`config.mk`:
```
export PLATFORM = sky130hd
export DESIGN_NAME = hcc_ctrl
export DESIGN_NICKNAME = d
export VERILOG_FILES = /design/src/rtl/huffman_code_cost_macros.svh /design/src/rtl/hcc_pkg.sv /design/src/rtl/hcc_ctrl.sv
export SDC_FILE = /design/constraint.sdc
export NUM_CORES = 1
export LEC_CHECK = 0
export BUFFER_PORTS_ARGS = -buffer_cell sky130_fd_sc_hd__clkbuf_2
export CAP_MARGIN = 20
export CORE_AREA = 5 5 42 44
export CTS_BUF_LIST = sky130_fd_sc_hd__clkbuf_8
export DETAILED_ROUTE_END_ITERATION = 7
export DIE_AREA = 0 0 47 49
export PLACE_DENSITY = 0.43
export SLEW_MARGIN = 0
export SYNTH_ARGS = -nofsm -noshare
export SYNTH_HDL_FRONTEND = slang
export SYNTH_SLANG_ARGS = --single-unit
```
`constraint.sdc`:
```
create_clock -name clk_i -period 3.1 [get_ports clk_i]
set_clock_uncertainty 0.1 [all_clocks]
set_input_delay 0.465 -clock clk_i [delete_from_list [all_inputs] [get_ports clk_i]]
set_output_delay 0.465 -clock clk_i [all_outputs]
set_load 0.01 [all_outputs]
```
`src/rtl/huffman_code_cost_macros.svh`:
```
// Assertion macros for the Huffman code cost block.
// Used by the top level; no other dependencies.
`ifndef HUFFMAN_CODE_COST_MACROS_SVH
`define HUFFMAN_CODE_COST_MACROS_SVH

// Check a consequence in the same cycle as its antecedent
`define HCC_ASSERT_NOW(label, clk, rst_n, ante, cons, msg) \
  label: assert property (@(posedge clk) disable iff (!rst_n) (ante) |-> (cons)) \
    else $error(msg);

// Check a consequence in the cycle after its antecedent
`define HCC_ASSERT_NEXT(label, clk, rst_n, ante, cons, msg) \
  label: assert property (@(posedge clk) disable iff (!rst_n) (ante) |=> (cons)) \
    else $error(msg);

`endif

```
`src/rtl/hcc_pkg.sv`:
```
// Shared widths, controller/datapath command and status types, saturating add.
// No dependencies.
`default_nettype none

package hcc_pkg;

  localparam int COUNT_W      = 32;
  localparam int WEIGHT_W     = 48;
  localparam int ALPHABET_DEF = 256;

  localparam logic [WEIGHT_W-1:0] WEIGHT_MAX = {WEIGHT_W{1'b1}};

  // Commands from the controller to the datapath
  typedef struct packed {
    logic load;       // input word accepted
    logic scan_init;  // start a search pass over the store
    logic rd_en;      // read the next slot of the pass
    logic wr_a;       // write the merged weight to the smaller slot
    logic wr_b;       // kill the larger slot, account the merge
    logic publish;    // move totals to the output register, start afresh
  } hcc_cmd_t;

  // Status from the datapath to the controller
  typedef struct packed {
    logic multi_live;  // two or more live weights remain
    logic scan_last;   // this read is the last loaded slot
    logic out_free;    // output register can take a result
  } hcc_status_t;

  // Add two weights, sticking at the all-ones value
  function automatic logic [WEIGHT_W-1:0] sat_add(input logic [WEIGHT_W-1:0] a,
                                                  input logic [WEIGHT_W-1:0] b);
    logic [WEIGHT_W:0] s;
    s = {1'b0, a} + {1'b0, b};
    return s[WEIGHT_W] ? WEIGHT_MAX : s[WEIGHT_W-1:0];
  endfunction

endpackage

`default_nettype wire

```
`src/rtl/hcc_ctrl.sv`:
```
// Controller for the Huffman code cost block: load, search, merge, publish.
// Depends on hcc_pkg.
`default_nettype none

module hcc_ctrl import hcc_pkg::*; (
  input  wire logic        clk_i,
  input  wire logic        rst_ni,
  input  wire logic        in_valid_i,
  input  wire logic        in_last_i,
  output logic             in_ready_o,
  input  wire hcc_status_t status_i,
  output hcc_cmd_t         cmd_o
);

  localparam logic [2:0] ST_LOAD  = 3'd0;
  localparam logic [2:0] ST_EVAL  = 3'd1;
  localparam logic [2:0] ST_SCAN  = 3'd2;
  localparam logic [2:0] ST_DRAIN = 3'd3;
  localparam logic [2:0] ST_WRA   = 3'd4;
  localparam logic [2:0] ST_WRB   = 3'd5;
  localparam logic [2:0] ST_DONE  = 3'd6;

  logic [2:0] state_q, state_d;

  // Next state and commands
  always_comb begin
    state_d    = state_q;
    cmd_o      = '0;
    in_ready_o = 1'b0;
    case (state_q)
      ST_LOAD: begin
        in_ready_o = 1'b1;
        cmd_o.load = in_valid_i;
        if (in_valid_i && in_last_i) begin
          state_d = ST_EVAL;
        end
      end
      ST_EVAL: begin
        if (status_i.multi_live) begin
          cmd_o.scan_init = 1'b1;
          state_d         = ST_SCAN;
        end else begin
          state_d = ST_DONE;
        end
      end
      ST_SCAN: begin
        cmd_o.rd_en = 1'b1;
        if (status_i.scan_last) begin
          state_d = ST_DRAIN;
        end
      end
      // last read word is compared in this cycle
      ST_DRAIN: begin
        state_d = ST_WRA;
      end
      ST_WRA: begin
        cmd_o.wr_a = 1'b1;
        state_d    = ST_WRB;
      end
      ST_WRB: begin
        cmd_o.wr_b = 1'b1;
        state_d    = ST_EVAL;
      end
      ST_DONE: begin
        if (status_i.out_free) begin
          cmd_o.publish = 1'b1;
          state_d       = ST_LOAD;
        end
      end
      default: begin
        state_d = ST_LOAD;
      end
    endcase
  end

  always_ff @(posedge clk_i or negedge rst_ni) begin
    if (!rst_ni) begin
      state_q <= ST_LOAD;
    end else begin
      state_q <= state_d;
    end
  end

endmodule

`default_nettype wire

```
==> flow_metrics.py <==
metrics = {
    "floorplan": {
        "die_x_um": 47,
        "dieArea_um2": 2300,
        "start_util": 0.178,
        "rows": 14,
        "ios": 14,
        "core_um2": 1400,
        "die_h_um": 49,
    },
    "power": {
        "pwr-share-clk": 0.314,
        "netSwitchingPower_uw": 129,
        "internal_power_uw": 226,
        "pwr-share-comb": 0.401,
        "fin_total_pwr_uw": 355,
        "swShare": 0.364,
        "peakVddDrop_mv": 0.217,
        "p_leak_uw": 0.000185,
        "seq_power_share": 0.285,
        "p_per_area_nw_per_um2": 988,
    },
    "synthesis": {
        "yosysUniqueCellTypes": 17,
        "synth_nets": 33,
        "synth.yosys.seq_area_share": 0.302,
        "ys_warn_count": 0,
        "synth-seq-cells": 3,
        "avgSynthCellArea_um2": 9.58,
        "netlist_area_um2": 249,
        "syn_inst": 26,
    },
    "timing": {
        "tightest_slew_ns": 0.296,
        "period_share": 0.555,
        "holdWs_ns": 0.404,
        "rsz0062_at_grt": "no",
        "max_freq_mhz": 582,
        "finalCriticalPeriod_ns": 1.72,
        "maxSlewViolCount": 0,
        "finalHoldViolCount": 0,
        "setup_viol": 0,
        "finalSetupTns_ns": 0,
        "relSlewSlack": 0.803,
    },
    "critical_path": {
        "setup.worst_path.end": "cmd_o[5]",
        "end_kind": "primary output",
        "ff2ff_path_depth": 2,
        "r2r-end": "state_q[0]",
        "path_cells": "nor3_2 -> and2_1 -> clkbuf_2",
        "crit_family": "flip-flops",
        "r2r_start": "state_q[1]",
        "critical_path.max_stage_delay_ns": 0.46,
        "worst-path-stages": 3,
        "worstPathArrival_ns": 1.15,
        "rrSetupSlack_ns": 1.85,
        "path_class": "flip-flop to primary output",
        "critPathSlowestCell": "dfrtp_1",
        "crit_start": "state_q[0]",
        "path_buf_inv": 1,
        "cp_max_fo": 10,
        "cp_data_required_time_ns": 2.53,
        "start_kind": "flip-flop",
    },
    "finish": {
        "top_regs": "state_q x3",
        "final_common_cell": "clkbuf_2",
        "drive_gt1_frac": 0.488,
        "syn2layout_area_growth_pct": 44.2,
        "final_core_utilization": 0.256,
        "mostFrequentLayoutCells": "clkbuf_2 (13), nor2_1 (4), clkbuf_8 (3), dfrtp_1 (3)",
        "top_register": "state_q",
        "final_nets": 49,
        "largest_reg_flops": 3,
        "antenna_cells": 0,
        "fillers": 172,
    },
    "clock_tree": {
        "insertion_delay_ns": 0.22,
        "h-tree-depth": 1,
        "clkTransAtPathRegs_ns": 0.03,
        "cts_buffers": 3,
        "cts_sinks": 3,
        "cts_max_path_buffers": 2,
        "root_buffer": "clkbuf_8",
        "post_cts_buffers": 0,
        "cts.repair.resized": 0,
        "cts_tree": "yes",
    },
    "detailed_routing": {
        "routed_via_density": 4.09,
        "drtAntennaViolNets": 0,
        "drt-wirelength-per-cell_um": 10.1,
        "drt-initial-drc-count": 2,
        "first_pass_iters": 3,
        "drcViolationCount": 0,
        "vias": 233,
        "wirelength_um": 575,
    },
    "global_route": {
        "busiest_layer": "met1",
        "antenna_found_initial": 0,
        "met1_usage": 0.0773,
        "grt_pass1_vias": 224,
        "grt_pass1_wl_um": 910,
        "grt_max_degree": 12,
        "grt_util_met3": 0.0369,
        "grt-ovfl-total": 0,
        "grt.total_usage": 0.0571,
        "met2_usage": 0.0611,
    },
    "job": {
        "cap_violations": 0,
    },
    "place": {
        "gp_congestion": 0.634,
        "io_buffers": 13,
    },
    "hold_path": {
        "hp-class": "primary input to flip-flop",
    },
    "run_status": {
        "status": "completed",
    },
}
-- layer usage --
metal,vias up,wire length [um],share of wire
met3,2,79,0.14
met2,14,201,0.35
met4,0,17,0.030
met5,-,0,0
met1,98,277,0.48
li1,119,-,-
-- stage by stage --
stage               setup slack (ns)  area (um^2)  std cells
detailed placement              1.59          304         52
finish                          1.38          359         57
global route                    1.29          359         57
global placement                1.61          304         52
CTS                             1.36          359         57
floorplan                       1.58          249         26
-- synthesized netlist by cell type, drive strengths merged --
| cell | instances | area share |
|---|---|---|
| and2b | 1 | 0.030 |
| nand2b | 2 | 0.050 |
| a311o | 1 | 0.040 |
| nor2b | 2 | 0.050 |
| o22ai | 1 | 0.025 |
| and3b | 1 | 0.040 |
| a21bo | 1 | 0.040 |
| nor3 | 1 | 0.040 |
| dfrtp | 3 | 0.30 |
| nor2 | 4 | 0.060 |
| and4bb | 2 | 0.10 |
| a22o | 1 | 0.035 |
| buf | 3 | 0.12 |
| nand2 | 1 | 0.015 |
| and2 | 2 | 0.050 |
-- how the worst min path moves through the flow --
stage              start         end  cells past startpoint
6_report       in_last_i  state_q[0]                      2
4_1_cts        in_last_i  state_q[0]                      2
5_1_grt        in_last_i  state_q[0]                      2
3_3_place_gp      rst_ni  state_q[2]                      1
2_1_floorplan     rst_ni  state_q[0]                      0
3_5_place_dp      rst_ni  state_q[1]                      1
-- cell families after synthesis --
family / count (synthesis) / synth area share
AND/OR/NAND/NOR: 16 / 0.437
AO/OA/AOI/OAI: 4 / 0.141
flip-flops: 3 / 0.301
buffers and inverters: 3 / 0.121
-- worst reg2reg max path: stages (launching register included) --
cell and delay [ns]:
dfrtp_1 0.50, and2b_1 0.22, a311o_1 0.31
-- power by group through the flow --
stage / clock, uW / combinational [uW] / sequential (uW)
floorplan: 0 / 163 / 65.1
global placement: 0 / 146 / 102
detailed placement: 0 / 145 / 103
CTS: 116 / 146 / 103
global route: 119 / 161 / 107
finish: 111 / 142 / 101
-- timing repair --
item,CTS,global route
hold buffers,1,0
endpoints found under the hold margin,3,0
endpoints found under the setup margin,0,0
-- area by class of cell --
type	count	area [um^2]	share of cell area
multi-input combinational	20	144	0.401
sequential	3	75.1	0.209
timing repair buffer	14	75.1	0.209
clock buffer	3	41.3	0.115
tap	16	20.0	0.0557
clock inverter	1	3.75	0.0105
Note: power is estimated with default switching activity, not from simulation.
